### config.mk
export PLATFORM = sky130hd
export DESIGN_NAME = fractional_complex_resampler
export DESIGN_NICKNAME = d
export VERILOG_FILES = /design/src/design/fcr_pkg.sv /design/src/design/fcr_mul.sv /design/src/design/fcr_oreg.sv /design/src/design/fractional_complex_resampler.sv
export SDC_FILE = /design/constraint.sdc
export NUM_CORES = 2
export LEC_CHECK = 0
export BUFFER_PORTS_ARGS = -buffer_cell sky130_fd_sc_hd__buf_4
export CAP_MARGIN = 30
export CORE_MARGIN = 8
export CORE_UTILIZATION = 45
export DETAILED_ROUTE_END_ITERATION = 10
export PLACE_DENSITY = 0.59
export SLEW_MARGIN = 5
export SYNTH_ARGS = -nofsm -noshare
export SYNTH_HDL_FRONTEND = slang
export SYNTH_SLANG_ARGS = --single-unit
### constraint.sdc
create_clock -name i_clk -period 18.1 [get_ports i_clk]
set_input_delay 1.81 -clock i_clk [delete_from_list [all_inputs] [get_ports i_clk]]
set_output_delay 1.81 -clock i_clk [all_outputs]
set_load 0.02 [all_outputs]
### src/design/fcr_pkg.sv
// ----------------------------------------------------------------------------
// fcr_pkg: shared definitions for the fractional complex resampler
// Widths, fixed-point constants, sequencer states and the result item type.
// ----------------------------------------------------------------------------
package fcr_pkg;

    localparam int SAMPLE_BITS    = 16;
    localparam int FRAC_BITS      = 16;   // phase / step fraction
    localparam int GAIN_FRAC_BITS = 16;
    localparam int MAX_UPSAMPLE   = 16;
    localparam int MAX_DOWNSAMPLE = 256;

    localparam int STEP_W  = 25;
    localparam int GAIN_W  = 17;
    localparam int PHASE_W = 24;
    localparam int ACC_W   = 40;

    // shared multiplier: signed A by unsigned B
    localparam int MUL_A_W = 21;
    localparam int MUL_B_W = 17;
    localparam int MUL_P_W = 38;

    // gain scaling splits the window sum into a low and a high chunk
    localparam int LO_W   = 20;
    localparam int SUM_W  = LO_W + MUL_A_W;
    localparam int PLO_W  = LO_W + GAIN_W;
    localparam int TOT_W  = MUL_P_W + LO_W + 1;
    localparam int SCL_SH = FRAC_BITS + GAIN_FRAC_BITS;
    localparam int SCL_W  = TOT_W - SCL_SH;

    localparam logic [STEP_W-1:0]  STEP_ONE = STEP_W'(1) << FRAC_BITS;
    localparam logic [STEP_W-1:0]  STEP_LO  =
        STEP_W'(((1 << FRAC_BITS) + MAX_UPSAMPLE - 1) / MAX_UPSAMPLE);
    localparam logic [STEP_W-1:0]  STEP_HI  = STEP_W'(MAX_DOWNSAMPLE) << FRAC_BITS;
    localparam logic [PHASE_W-1:0] PH_ONE   = PHASE_W'(1) << FRAC_BITS;
    localparam logic [GAIN_W-1:0]  GAIN_ONE = GAIN_W'(1) << GAIN_FRAC_BITS;
    localparam logic [MUL_P_W-1:0] IP_HALF  = MUL_P_W'(1) << (FRAC_BITS - 1);
    localparam logic [TOT_W-1:0]   TOT_HALF = TOT_W'(1) << (SCL_SH - 1);

    // configuration register indexes
    localparam int CFG_IDX_W = 1;
    localparam logic [CFG_IDX_W-1:0] CFG_STEP = 1'b0;
    localparam logic [CFG_IDX_W-1:0] CFG_GAIN = 1'b1;

    typedef enum logic [1:0] {
        MODE_PASS,
        MODE_UP,
        MODE_DOWN
    } t_mode;

    typedef enum logic [3:0] {
        S_IDLE,
        S_UCHK,
        S_UMUL,
        S_URES,
        S_DCHK,
        S_DSEL,
        S_DMUL,
        S_DSUM,
        S_DS0,
        S_DS1,
        S_DS2,
        S_DS3,
        S_EMIT,
        S_FIN
    } t_state;

    typedef struct packed {
        logic [SAMPLE_BITS-1:0] out_i;
        logic [SAMPLE_BITS-1:0] out_q;
        logic                   run_last;
        logic                   frame_done;
    } t_res;

endpackage

### src/design/fcr_mul.sv
// ----------------------------------------------------------------------------
// fcr_mul: shared multiplier
// Signed by unsigned product with a registered output; holds while disabled.
// ----------------------------------------------------------------------------
module fcr_mul (
    input  logic                                i_clk,
    input  logic                                i_en,
    input  logic signed [fcr_pkg::MUL_A_W-1:0]  i_a,
    input  logic        [fcr_pkg::MUL_B_W-1:0]  i_b,
    output logic signed [fcr_pkg::MUL_P_W-1:0]  o_p
);

    logic signed [fcr_pkg::MUL_A_W+fcr_pkg::MUL_B_W:0] w_full;
    logic signed [fcr_pkg::MUL_P_W-1:0]                r_p;

    assign w_full = i_a * $signed({1'b0, i_b});

    always_ff @(posedge i_clk) begin
        if (i_en) begin
            r_p <= w_full[fcr_pkg::MUL_P_W-1:0];
        end
    end

    assign o_p = r_p;

endmodule

### src/design/fcr_oreg.sv
// ----------------------------------------------------------------------------
// fcr_oreg: output register
// Holds one result item until the consumer takes it.
// ----------------------------------------------------------------------------
module fcr_oreg (
    input  logic          i_clk,
    input  logic          i_rst_n,
    input  logic          i_load,
    input  fcr_pkg::t_res i_data,
    input  logic          i_stall,
    output logic          o_valid,
    output fcr_pkg::t_res o_data,
    output logic          o_free
);

    logic          r_valid;
    fcr_pkg::t_res r_data;

    assign o_free  = !r_valid || !i_stall;
    assign o_valid = r_valid;
    assign o_data  = r_data;

    always_ff @(posedge i_clk) begin
        if (!i_rst_n) begin
            r_valid <= 1'b0;
        end else if (i_load) begin
            r_valid <= 1'b1;
        end else if (!i_stall) begin
            r_valid <= 1'b0;
        end
    end

    always_ff @(posedge i_clk) begin
        if (i_load) begin
            r_data <= i_data;
        end
    end

endmodule

### src/design/fractional_complex_resampler.sv
// ----------------------------------------------------------------------------
// fractional_complex_resampler: I/Q resampler by a fractional ratio
// Linear interpolation when upsampling, weighted box integration and gain
// when downsampling, pass-through at a ratio of one. One shared multiplier.
// ----------------------------------------------------------------------------
//  channel   handshake               payload
//  input     i_valid / o_stall       i_in_i, i_in_q, i_frame_last
//  output    o_valid / i_stall       o_out_i, o_out_q, o_run_last, o_frame_done
//  config    i_cfg_we                i_cfg_idx, i_cfg_data
//
//  One item at a time; o_stall is high from acceptance until the item is done.
//  Pass-through forwards the sample unchanged. Upsampling interpolates I and
//  then Q for each result; downsampling, when a window closes, has I and Q
//  each take the multiplier for one weighting and two gain partial products.
//  While o_valid is stalled with a result pending, the sequencer waits.
//  Reset is synchronous; no clearing pass.
// ----------------------------------------------------------------------------
module fractional_complex_resampler (
    input  logic                                  i_clk,
    input  logic                                  i_rst_n,
    input  logic                                  i_valid,
    output logic                                  o_stall,
    input  logic signed [fcr_pkg::SAMPLE_BITS-1:0] i_in_i,
    input  logic signed [fcr_pkg::SAMPLE_BITS-1:0] i_in_q,
    input  logic                                  i_frame_last,
    output logic                                  o_valid,
    input  logic                                  i_stall,
    output logic signed [fcr_pkg::SAMPLE_BITS-1:0] o_out_i,
    output logic signed [fcr_pkg::SAMPLE_BITS-1:0] o_out_q,
    output logic                                  o_run_last,
    output logic                                  o_frame_done,
    input  logic                                  i_cfg_we,
    input  logic [fcr_pkg::CFG_IDX_W-1:0]         i_cfg_idx,
    input  logic [fcr_pkg::STEP_W-1:0]            i_cfg_data
);

    localparam int SB = fcr_pkg::SAMPLE_BITS;
    localparam int FB = fcr_pkg::FRAC_BITS;

    fcr_pkg::t_state r_state, n_state;
    fcr_pkg::t_mode  r_mode;

    logic [fcr_pkg::STEP_W-1:0]  r_step_cfg;
    logic [fcr_pkg::GAIN_W-1:0]  r_gain;
    logic [fcr_pkg::STEP_W-1:0]  r_step;
    logic [fcr_pkg::STEP_W-1:0]  r_rem;
    logic [fcr_pkg::PHASE_W-1:0] r_ph;
    logic [fcr_pkg::PHASE_W-1:0] r_next_phase;
    logic                        r_phb;
    logic                        r_chan;
    logic                        r_last;
    logic                        r_have_prev;
    logic [SB-1:0]               r_xi, r_xq, r_prev_i, r_prev_q, r_res_i, r_res_q;
    logic [fcr_pkg::ACC_W-1:0]   r_acc_i, r_acc_q;
    logic [fcr_pkg::SUM_W-1:0]   r_sum;
    logic [fcr_pkg::PLO_W-1:0]   r_plo;
    logic [fcr_pkg::TOT_W-1:0]   r_tot;

    logic                        w_accept;
    logic [fcr_pkg::STEP_W-1:0]  w_step_cl;
    logic [fcr_pkg::STEP_W-1:0]  w_rem;
    logic [fcr_pkg::STEP_W-1:0]  w_ph_nxt;
    logic [SB-1:0]               w_x, w_prev, w_ia, w_ib;
    logic [SB:0]                 w_d;
    logic [fcr_pkg::ACC_W-1:0]   w_acc, w_xs, w_acc_new;
    logic [fcr_pkg::SUM_W-1:0]   w_sum;
    logic [fcr_pkg::MUL_P_W-1:0] w_rnd;
    logic [fcr_pkg::MUL_P_W-FB-1:0] w_ip_full;
    logic [fcr_pkg::TOT_W-1:0]   w_tot;
    logic [fcr_pkg::SCL_W-1:0]   w_scl;
    logic [SB-1:0]               w_sat;
    logic                        w_fits;

    logic                               w_mul_en;
    logic signed [fcr_pkg::MUL_A_W-1:0] w_mul_a;
    logic        [fcr_pkg::MUL_B_W-1:0] w_mul_b;
    logic signed [fcr_pkg::MUL_P_W-1:0] w_p;

    logic          w_load, w_free, w_run_last;
    fcr_pkg::t_res w_res, w_odata;

    fcr_mul u_mul (
        .i_clk (i_clk),
        .i_en  (w_mul_en),
        .i_a   (w_mul_a),
        .i_b   (w_mul_b),
        .o_p   (w_p)
    );

    fcr_oreg u_oreg (
        .i_clk   (i_clk),
        .i_rst_n (i_rst_n),
        .i_load  (w_load),
        .i_data  (w_res),
        .i_stall (i_stall),
        .o_valid (o_valid),
        .o_data  (w_odata),
        .o_free  (w_free)
    );

    assign o_out_i      = w_odata.out_i;
    assign o_out_q      = w_odata.out_q;
    assign o_run_last   = w_odata.run_last;
    assign o_frame_done = w_odata.frame_done;

    assign o_stall  = (r_state != fcr_pkg::S_IDLE);
    assign w_accept = i_valid && (r_state == fcr_pkg::S_IDLE);

    // ratio clamped to the supported range
    assign w_step_cl = (r_step_cfg < fcr_pkg::STEP_LO) ? fcr_pkg::STEP_LO :
                       (r_step_cfg > fcr_pkg::STEP_HI) ? fcr_pkg::STEP_HI : r_step_cfg;

    // uncovered part of the current downsampling window
    assign w_rem = ({1'b0, r_next_phase} < r_step) ? (r_step - {1'b0, r_next_phase}) : '0;

    assign w_ph_nxt = {1'b0, r_ph} + r_step;

    assign w_x    = r_chan ? r_xq : r_xi;
    assign w_prev = r_chan ? r_prev_q : r_prev_i;
    assign w_acc  = r_chan ? r_acc_q : r_acc_i;

    // interpolation ends: prev -> x, or x -> 0 past the frame's last sample
    assign w_ia = r_phb ? w_x : w_prev;
    assign w_ib = r_phb ? '0 : w_x;
    assign w_d  = {w_ib[SB-1], w_ib} - {w_ia[SB-1], w_ia};

    assign w_rnd     = w_p + fcr_pkg::IP_HALF;
    assign w_ip_full = w_rnd[fcr_pkg::MUL_P_W-1:FB]
                     + {{(fcr_pkg::MUL_P_W-FB-SB){w_ia[SB-1]}}, w_ia};

    assign w_xs      = {{(fcr_pkg::ACC_W-SB-FB){w_x[SB-1]}}, w_x, {FB{1'b0}}};
    assign w_sum     = {{(fcr_pkg::SUM_W-fcr_pkg::ACC_W){w_acc[fcr_pkg::ACC_W-1]}}, w_acc}
                     + {{(fcr_pkg::SUM_W-fcr_pkg::MUL_P_W){w_p[fcr_pkg::MUL_P_W-1]}}, w_p};
    assign w_acc_new = w_xs
                     - {{(fcr_pkg::ACC_W-fcr_pkg::MUL_P_W){w_p[fcr_pkg::MUL_P_W-1]}}, w_p};

    // high partial product shifted over the low one, plus rounding half
    assign w_tot = {{(fcr_pkg::TOT_W-fcr_pkg::MUL_P_W-fcr_pkg::LO_W){w_p[fcr_pkg::MUL_P_W-1]}},
                    w_p, {fcr_pkg::LO_W{1'b0}}}
                 + {{(fcr_pkg::TOT_W-fcr_pkg::PLO_W){1'b0}}, r_plo}
                 + fcr_pkg::TOT_HALF;

    assign w_scl  = r_tot[fcr_pkg::TOT_W-1:fcr_pkg::SCL_SH];
    assign w_fits = (&w_scl[fcr_pkg::SCL_W-1:SB-1]) || !(|w_scl[fcr_pkg::SCL_W-1:SB-1]);
    assign w_sat  = w_fits ? w_scl[SB-1:0] :
                    (w_scl[fcr_pkg::SCL_W-1] ? {1'b1, {(SB-1){1'b0}}} : {1'b0, {(SB-1){1'b1}}});

    // last result of the item: no further output position before the sample
    // (or the frame) runs out
    always_comb begin
        case (r_mode)
            fcr_pkg::MODE_UP: begin
                if (r_phb) begin
                    w_run_last = ({1'b0, w_ph_nxt} >= {1'b0, fcr_pkg::STEP_ONE});
                end else begin
                    w_run_last = (w_ph_nxt >= fcr_pkg::STEP_ONE) && !r_last;
                end
            end
            default: w_run_last = 1'b1;
        endcase
    end

    assign w_res.out_i      = r_res_i;
    assign w_res.out_q      = r_res_q;
    assign w_res.run_last   = w_run_last;
    assign w_res.frame_done = w_run_last && r_last;

    always_comb begin
        n_state  = r_state;
        w_mul_en = 1'b0;
        w_mul_a  = '0;
        w_mul_b  = '0;
        w_load   = 1'b0;
        case (r_state)
            fcr_pkg::S_IDLE: begin
                if (w_accept) begin
                    if (w_step_cl == fcr_pkg::STEP_ONE) begin
                        n_state = fcr_pkg::S_EMIT;
                    end else if (w_step_cl < fcr_pkg::STEP_ONE) begin
                        n_state = fcr_pkg::S_UCHK;
                    end else begin
                        n_state = fcr_pkg::S_DCHK;
                    end
                end
            end
            fcr_pkg::S_UCHK: begin
                if (!r_phb) begin
                    if (r_ph < fcr_pkg::PH_ONE) begin
                        n_state = fcr_pkg::S_UMUL;
                    end else if (!r_last) begin
                        n_state = fcr_pkg::S_FIN;
                    end
                end else if (r_last && (r_ph < fcr_pkg::PH_ONE)) begin
                    n_state = fcr_pkg::S_UMUL;
                end else begin
                    n_state = fcr_pkg::S_FIN;
                end
            end
            fcr_pkg::S_UMUL: begin
                w_mul_en = 1'b1;
                w_mul_a  = {{(fcr_pkg::MUL_A_W-SB-1){w_d[SB]}}, w_d};
                w_mul_b  = {{(fcr_pkg::MUL_B_W-FB){1'b0}}, r_ph[FB-1:0]};
                n_state  = fcr_pkg::S_URES;
            end
            fcr_pkg::S_URES: begin
                n_state = r_chan ? fcr_pkg::S_EMIT : fcr_pkg::S_UMUL;
            end
            fcr_pkg::S_DCHK: n_state = fcr_pkg::S_DSEL;
            fcr_pkg::S_DSEL: begin
                if (r_rem > fcr_pkg::STEP_ONE) begin
                    n_state = fcr_pkg::S_FIN;
                end else begin
                    n_state = fcr_pkg::S_DMUL;
                end
            end
            fcr_pkg::S_DMUL: begin
                w_mul_en = 1'b1;
                w_mul_a  = {{(fcr_pkg::MUL_A_W-SB){w_x[SB-1]}}, w_x};
                w_mul_b  = r_rem[fcr_pkg::MUL_B_W-1:0];
                n_state  = fcr_pkg::S_DSUM;
            end
            fcr_pkg::S_DSUM: n_state = fcr_pkg::S_DS0;
            fcr_pkg::S_DS0: begin
                w_mul_en = 1'b1;
                w_mul_a  = {1'b0, r_sum[fcr_pkg::LO_W-1:0]};
                w_mul_b  = r_gain;
                n_state  = fcr_pkg::S_DS1;
            end
            fcr_pkg::S_DS1: begin
                w_mul_en = 1'b1;
                w_mul_a  = r_sum[fcr_pkg::SUM_W-1:fcr_pkg::LO_W];
                w_mul_b  = r_gain;
                n_state  = fcr_pkg::S_DS2;
            end
            fcr_pkg::S_DS2: n_state = fcr_pkg::S_DS3;
            fcr_pkg::S_DS3: begin
                n_state = r_chan ? fcr_pkg::S_EMIT : fcr_pkg::S_DMUL;
            end
            fcr_pkg::S_EMIT: begin
                if (w_free) begin
                    w_load  = 1'b1;
                    n_state = (r_mode == fcr_pkg::MODE_UP) ? fcr_pkg::S_UCHK : fcr_pkg::S_FIN;
                end
            end
            fcr_pkg::S_FIN: n_state = fcr_pkg::S_IDLE;
            default:        n_state = fcr_pkg::S_IDLE;
        endcase
    end

    // control and frame state
    always_ff @(posedge i_clk) begin
        if (!i_rst_n) begin
            r_state      <= fcr_pkg::S_IDLE;
            r_mode       <= fcr_pkg::MODE_PASS;
            r_step_cfg   <= fcr_pkg::STEP_ONE;
            r_gain       <= fcr_pkg::GAIN_ONE;
            r_have_prev  <= 1'b0;
            r_next_phase <= '0;
            r_acc_i      <= '0;
            r_acc_q      <= '0;
            r_prev_i     <= '0;
            r_prev_q     <= '0;
            r_chan       <= 1'b0;
            r_phb        <= 1'b0;
        end else begin
            r_state <= n_state;
            if (i_cfg_we) begin
                case (i_cfg_idx)
                    fcr_pkg::CFG_STEP: r_step_cfg <= i_cfg_data;
                    fcr_pkg::CFG_GAIN: r_gain     <= i_cfg_data[fcr_pkg::GAIN_W-1:0];
                    default: ;
                endcase
            end
            case (r_state)
                fcr_pkg::S_IDLE: begin
                    if (w_accept) begin
                        r_chan <= 1'b0;
                        if (w_step_cl == fcr_pkg::STEP_ONE) begin
                            r_mode <= fcr_pkg::MODE_PASS;
                        end else if (w_step_cl < fcr_pkg::STEP_ONE) begin
                            r_mode <= fcr_pkg::MODE_UP;
                            r_phb  <= !r_have_prev;
                            if (!r_have_prev) begin
                                r_prev_i    <= i_in_i;
                                r_prev_q    <= i_in_q;
                                r_have_prev <= 1'b1;
                            end
                        end else begin
                            r_mode <= fcr_pkg::MODE_DOWN;
                        end
                    end
                end
                fcr_pkg::S_UCHK: begin
                    // leaving the prev -> x span: x becomes the previous sample
                    if (!r_phb && (r_ph >= fcr_pkg::PH_ONE)) begin
                        r_prev_i    <= r_xi;
                        r_prev_q    <= r_xq;
                        r_have_prev <= 1'b1;
                        r_phb       <= 1'b1;
                    end
                end
                fcr_pkg::S_URES: r_chan <= !r_chan;
                fcr_pkg::S_DCHK: r_have_prev <= 1'b1;
                fcr_pkg::S_DSEL: begin
                    if (r_rem > fcr_pkg::STEP_ONE) begin
                        r_acc_i      <= r_acc_i + {{(fcr_pkg::ACC_W-SB-FB){r_xi[SB-1]}},
                                                   r_xi, {FB{1'b0}}};
                        r_acc_q      <= r_acc_q + {{(fcr_pkg::ACC_W-SB-FB){r_xq[SB-1]}},
                                                   r_xq, {FB{1'b0}}};
                        r_next_phase <= r_next_phase + fcr_pkg::PH_ONE;
                    end else begin
                        r_next_phase <= fcr_pkg::PH_ONE - r_rem[fcr_pkg::PHASE_W-1:0];
                    end
                end
                fcr_pkg::S_DSUM: begin
                    if (r_chan) begin
                        r_acc_q <= w_acc_new;
                    end else begin
                        r_acc_i <= w_acc_new;
                    end
                end
                fcr_pkg::S_DS3: r_chan <= !r_chan;
                fcr_pkg::S_FIN: begin
                    if (r_last) begin
                        r_have_prev  <= 1'b0;
                        r_next_phase <= '0;
                        r_acc_i      <= '0;
                        r_acc_q      <= '0;
                        r_prev_i     <= '0;
                        r_prev_q     <= '0;
                    end else if (r_mode == fcr_pkg::MODE_UP) begin
                        r_next_phase <= r_ph;
                    end
                end
                default: ;
            endcase
        end
    end

    // working registers of the item in flight
    always_ff @(posedge i_clk) begin
        case (r_state)
            fcr_pkg::S_IDLE: begin
                if (w_accept) begin
                    r_xi    <= i_in_i;
                    r_xq    <= i_in_q;
                    r_last  <= i_frame_last;
                    r_step  <= w_step_cl;
                    r_res_i <= i_in_i;
                    r_res_q <= i_in_q;
                    r_ph    <= r_have_prev ? r_next_phase : '0;
                end
            end
            fcr_pkg::S_UCHK: begin
                if (!r_phb && (r_ph >= fcr_pkg::PH_ONE)) begin
                    r_ph <= r_ph - fcr_pkg::PH_ONE;
                end
            end
            fcr_pkg::S_URES: begin
                if (r_chan) begin
                    r_res_q <= w_ip_full[SB-1:0];
                end else begin
                    r_res_i <= w_ip_full[SB-1:0];
                end
            end
            fcr_pkg::S_DCHK: r_rem <= w_rem;
            fcr_pkg::S_DSUM: r_sum <= w_sum;
            fcr_pkg::S_DS1:  r_plo <= w_p[fcr_pkg::PLO_W-1:0];
            fcr_pkg::S_DS2:  r_tot <= w_tot;
            fcr_pkg::S_DS3: begin
                if (r_chan) begin
                    r_res_q <= w_sat;
                end else begin
                    r_res_i <= w_sat;
                end
            end
            fcr_pkg::S_EMIT: begin
                if (w_free && (r_mode == fcr_pkg::MODE_UP)) begin
                    r_ph <= w_ph_nxt[fcr_pkg::PHASE_W-1:0];
                end
            end
            default: ;
        endcase
    end

endmodule

; Word-level counts from Yosys, hierarchy flattened
; Cells that the tools add are included.
[word_totals]
in_bits = 64
output_inout_bits = 36
word_cells = 213
register_bits = 536
[classes]
bitwise = 1
n_eq_ne = 33
multipliers = 1
reduce_logical = 44
addsub = 14
n_mux = 82
magnitude_cmp = 9
[ops]
columns = operator, n
row1 = $mux 16, 23
row2 = $mux 40, 6
row3 = $pmux 40 s3, 2
row4 = $pmux 16 s3, 4
row5 = $mux 24, 7
row6 = $pmux 21 s4, 1
row7 = $add 40x40->40, 2
row8 = $pmux 24 s3, 1
row9 = $add 58x38->59, 1
row10 = $add 59x32->59 const B, 1
row11 = $pmux 4 s13, 1
row12 = $pmux 17 s3, 1
row13 = $ge 25x17->1 const B, 2
row14 = $mux 25, 2
row15 = $pmux 24 s2, 1
row16 = $mux 4, 11
row17 = $add 40x38->41, 1
row18 = $sub 32x38->39, 1
row19 = $mul 21x18->38, 1
row20 = $add 32x16->32 const B, 1
row21 = $ne 2x2->1 const B, 14
row22 = $add 24x25->25, 1
row23 = $eq 25x17->1 const B, 1
row24 = $gt 25x17->1 const B, 1
row25 = 43 further kinds, 97

; Logic depth before layout (Yosys ltp)
[depth]
ltp_word = 8
ltp_mapped = 41
mapped_depth_nobuf = 37

; Cells and area by module
; Synthesis repeated with hierarchy kept, for this count alone.
[unflattened]
cells_unflattened = 4851
hier_area_um2 = 43855.8
[modules_own_cells]
columns = mod, instances, area_each_um2, cells_each
row1 = fractional_complex_resampler, 1, 28391.0, 3265
row2 = fcr_mul, 1, 14408.8, 1548
row3 = fcr_oreg, 1, 1056.0, 38

; Worst setup path after synthesis
; Ideal clock, no wire load.
[synth_timing]
path_type = reg2reg
from = register r_chan
to = register u_mul.r_p, in the netlist u_mul.o_p[37] (data pin)
path_buffers = 5
slack_ns = 7.526
t_arrival_ns = 10.309
synth_period_minus_slack_ns = 10.574
path_stages_with_launch = 40
required_time_ns = 17.835
path_cell_list = dfxtp_1 -> clkbuf_1 -> clkbuf_1 -> clkbuf_1 -> clkbuf_1 -> mux2i_1 -> o21ai_0 -> ha_1 -> inv_1 -> fa_1 -> a21o_1 -> a21oi_1 -> o21ai_1 -> a21o_1 -> a311o_1 -> a21o_1 -> a211o_1 -> a31oi_1 -> [... 4 more ...] -> fa_1 -> fa_1 -> inv_1 -> fa_1 -> fa_1 -> inv_1 -> fa_1 -> inv_1 -> ha_1 -> a21oi_1 -> a21oi_1 -> a211oi_1 -> a311oi_1 -> a2111o_1 -> o31a_1 -> a21boi_1 -> nor2_1 -> or3_1
[synth_via]
elab_chain_cells = 5
word_cells_on_any_way = 7
[synth_rtl]
columns = item, line_no
row1 = start: declaration, fractional_complex_resampler.sv:50  ; logic r_chan;
row2 = start signal: assignment, fractional_complex_resampler.sv:302  ; fcr_pkg::S_URES: r_chan <= !r_chan;
row3 = start signal: assignment, fractional_complex_resampler.sv:322  ; fcr_pkg::S_DS3: r_chan <= !r_chan;
row4 = $mux 16 (on tied branches), "fractional_complex_resampler.sv:118, fractional_complex_resampler.sv:119"
row5 = $mux 16 (on tied branches), "fractional_complex_resampler.sv:124, fractional_complex_resampler.sv:123"
row6 = $sub 16x16->17, fractional_complex_resampler.sv:125  ; assign w_d = {w_ib[SB-1], w_ib} - {w_ia[SB-1], w_ia};
row7 = $pmux 21 s4 (*), fractional_complex_resampler.sv:174  ; case (r_state)
row8 = $mul 21x18->38 (*), fcr_mul.sv:16  ; assign w_full = i_a * $signed({1'b0, i_b});
row9 = "named net u_mul.w_full, one bit", fcr_mul.sv:13  ; logic signed [fcr_pkg::MUL_A_W+fcr_pkg::MUL_B_W:0] w_full;
row10 = end signal: assignment, fcr_mul.sv:20  ; r_p <= w_full[fcr_pkg::MUL_P_W-1:0];
row11 = end: declaration, fcr_mul.sv:14  ; logic signed [fcr_pkg::MUL_P_W-1:0] r_p;
; The timed path passes the listed nets; every way through them passes the cells marked *.
; A chain may end at the register's enable or synchronous reset.

; Final worst setup path
; Ends and elaborated chain as after synthesis.

==> out/qor.yml <==
clock_network:
  cts_buffer_depth: 3
  clk_pin_slew_worst_paths_ns: 0.07
  numClockSinks: 484
  root_buffer: "clkbuf_16"
  clk_latency_ns: 0.63
  cts_resized: 0
  cts_tree: "done"
  numCtsBuffers: 56
  post-cts-setup-buffers: 0
  hold_buffers: 0
  h-tree-depth: 2
detailed_routing:
  vias: 36900
  viasPerCell: 5.91
  ant_nets: 0
  avgRoutedWirePerCell_um: 23.7
  drc: 0
  routed_wl_mm: 148
  dr.pass1.iters: 8
  drtIter0Drc: 4050
power:
  power.share.sequential: 0.305
  power_frac_comb: 0.487
  vdd_ir_drop_max_v: 0.0000709
  power_density_nw_per_um2: 119
  pwr-share-clk: 0.208
  p_total_mw: 5.70
  p_leak_nw: 20.6
  p_sw_mw: 2.55
  switching_share: 0.447
  p_int_mw: 3.15
die:
  io_pins: 100
  die_h_um: 328
  initial_core_util: 0.454
  die_x_um: 328
  dieArea_um2: 108000
  core_area_um2: 96600
  num_rows: 114
synth:
  synth_compound_area_frac: 0.166
  synth_top_family_by_area: "adder cells"
  synthSimpleGateAreaFrac: 0.155
  yosysTopAreaCell: "edfxtp_1"
  synth_area_leaders: "edfxtp_1 20%, fa_1 16%, ha_1 9.1%"
  synth_warnings: 0
  avgSynthCellArea_um2: 8.97
  synthMuxAreaShare: 0.0209
  synth.cell_area_um2: 43800
  syn_nets: 5617
  synth_fa_ha_area_frac: 0.253
  synth_xor_xnor_area_share: 0.0506
  ys_ff_latch: 484
  synthCells: 4882
  synth_top_area_share: 0.203
  async_flop_share: 0
  synthDistinctLibCells: 89
  ys.flop_type: "edfxtp_1"
  ys_seq_area_frac: 0.289
  synth_edf_count: 296
sta:
  relSlewSlack: 0.329
  worstMarginPinSlew_ns: 0.999
  slew_violations: 0
  fin_crit_sh: 0.615
  timing.fmax_ghz: 0.0899
  setup_ws_ns: 6.98
  fin_worst_skew_ns: 0.0203
  final.setup.tns_ns: 0
  rsz0062_at_grt: "false"
  layout_min_cycle_time_ns: 11.12
  finalSetupViolCount: 0
  finalHoldViolations: 0
final_layout:
  nets: 5652
  n_antenna_cell: 0
  most-common-layout-cells: "555 x inv_1, 550 x nor2_1, 450 x nand2_1, 352 x fa_1, 342 x a21oi_1"
  final_cell_area_um2: 48100
  drive_gt1_frac: 0.0840
  mostFrequentLayoutCell: "inv_1"
  final_util: 0.498
  area_growth_syn_to_layout_pct: 9.69
  multiInputGateArea_um2: 28400
  nFillCells: 9213
  seq_area_um2: 12700
critical_path:
  cp.required_ns: 18.47
  cp_slowest_stage_delay_ns: 0.75
  startpoint: "r_chan$_SDFFE_PN0P_"
  cp_common_cell: "fa_1"
  worstPathArrival_ns: 11.49
  worstRegToRegCells: 37
  critPathCaptureType: "flop"
  cp_slowest_cell: "buf_4"
  start_kind: "flop"
  rr_startpoint: "r_chan$_SDFFE_PN0P_"
  worstSetupPathType: "reg -> reg"
  r2r-end: "u_mul.o_p[37]$_DFFE_PN_"
  reg2reg_slack_ns: 6.98
  critical_path.max_fanout: 51
  endpoint: "u_mul.o_p[37]$_DFFE_PN_"
global_routing:
  grt_util_all_layers: 0.268
  grt_overflow_total: 0
  grt_pass1_vias: 36000
  grt_max_degree: 70
  use_met1: 0.374
  grt_pass1_wl_mm: 223
  met2_usage: 0.414
  grt_busiest_layer: "met2"
  antenna_found_initial: 2
  grtUsageMet3: 0.0478
placed_design:
  place_congestion: 0.963
  place_hpwl_mm: 113
  place_area_um2: 46100
  port_buffers: 99
  dp_slack_ns: 7.03
hold_path:
  hp-class: "reg -> reg"
outcome:
  status: "complete, no violations"
job:
  maxCapViolCount: 0
==> routing by layer <==
| layer | wire length [um] | part of all wire |
|---|---|---|
| met1 | 64500 | 0.44 |
| met2 | 64800 | 0.44 |
| met3 | 12400 | 0.084 |
| met4 | 5920 | 0.040 |
| met5 | 0 | 0 |
==> cells in the mapped netlist, types with 56 or more instances <==
cell,number
o21ai_0,200
fa_1,352
nor2_1,556
a21oi_1,351
nand2_1,450
ha_1,319
a211oi_1,57
nor3_1,75
xor2_1,73
a21o_1,102
o21a_1,56
clkbuf_1,176
xnor2_1,180
inv_1,556
nand3_1,108
dfxtp_1,188
edfxtp_1,296
==> layout make-up <==
class / instances / share of cell area
inverters: 559 / 0.0437
multi-input cells: 3637 / 0.592
well taps: 1276 / 0.0332
clock inverters: 28 / 0.00648
repair buffers: 179 / 0.0286
clock buffers: 77 / 0.0327
flip-flops and latches: 484 / 0.263
==> through the flow <==
step	std cells	hold WS, ns
floorplan	4882	0.400
global placement	6128	0.400
detailed placement	6132	0.405
CTS	6237	0.419
global route	6240	0.424
finish	6240	0.417
==> logic make-up after synthesis <==
| kind of cell | Yosys count |
|---|---|
| mux | 85 |
| simple gates | 1512 |
| flops | 484 |
| fa+ha+maj | 675 |
| buf+inv | 761 |
| compound gates | 1112 |
| xor+xnor | 253 |
==> state kept, by name, summed over array words and instances (netlist names), 24 cells and up <==
name and cells:
r_tot 27, r_step_cfg 25, r_acc_i 40, r_ph 24
r_rem 25, u_oreg.o_data 34, r_acc_q 40, u_mul.o_p 38
r_step 25, r_next_phase 24, r_sum 41
==> power by group through the flow <==
stage / Combinational, mW / Sequential [mW] / Clock [mW]
final: 2.77 / 1.74 / 1.19
after global routing: 3.02 / 1.75 / 1.24
after CTS: 2.72 / 1.73 / 1.20
after detailed placement: 2.70 / 1.75 / 0
after global placement: 2.68 / 1.75 / 0
after floorplan: 1.95 / 1.62 / 0
==> critical path: cells and delay by family, from the launching register on <==
family / cells / cell delay, ns
buffers and inverters: 7 / 1.28
AOI/OAI and AO/OA: 16 / 3.97
and+or+nand+nor: 4 / 0.65
adders and majority gates: 9 / 3.87
DFF: 1 / 0.66
muxes: 1 / 0.35
==> worst min-delay path by stage <==
stage                     slack (ns)  cells past startpoint                  start                     endpoint
after global placement          0.40                      0   r_res_q[5]$_DFFE_PP_   u_oreg.o_data[7]$_DFFE_PP_
after floorplan                 0.40                      0   r_res_q[8]$_DFFE_PP_  u_oreg.o_data[10]$_DFFE_PP_
final                           0.42                      0   r_res_q[6]$_DFFE_PP_   u_oreg.o_data[8]$_DFFE_PP_
after detailed placement        0.40                      0   r_res_i[2]$_DFFE_PP_  u_oreg.o_data[20]$_DFFE_PP_
after global routing            0.42                      0  r_res_q[15]$_DFFE_PP_  u_oreg.o_data[17]$_DFFE_PP_
after CTS                       0.42                      0  r_res_i[12]$_DFFE_PP_  u_oreg.o_data[30]$_DFFE_PP_
No activity file was read; power rests on OpenSTA's default activity.
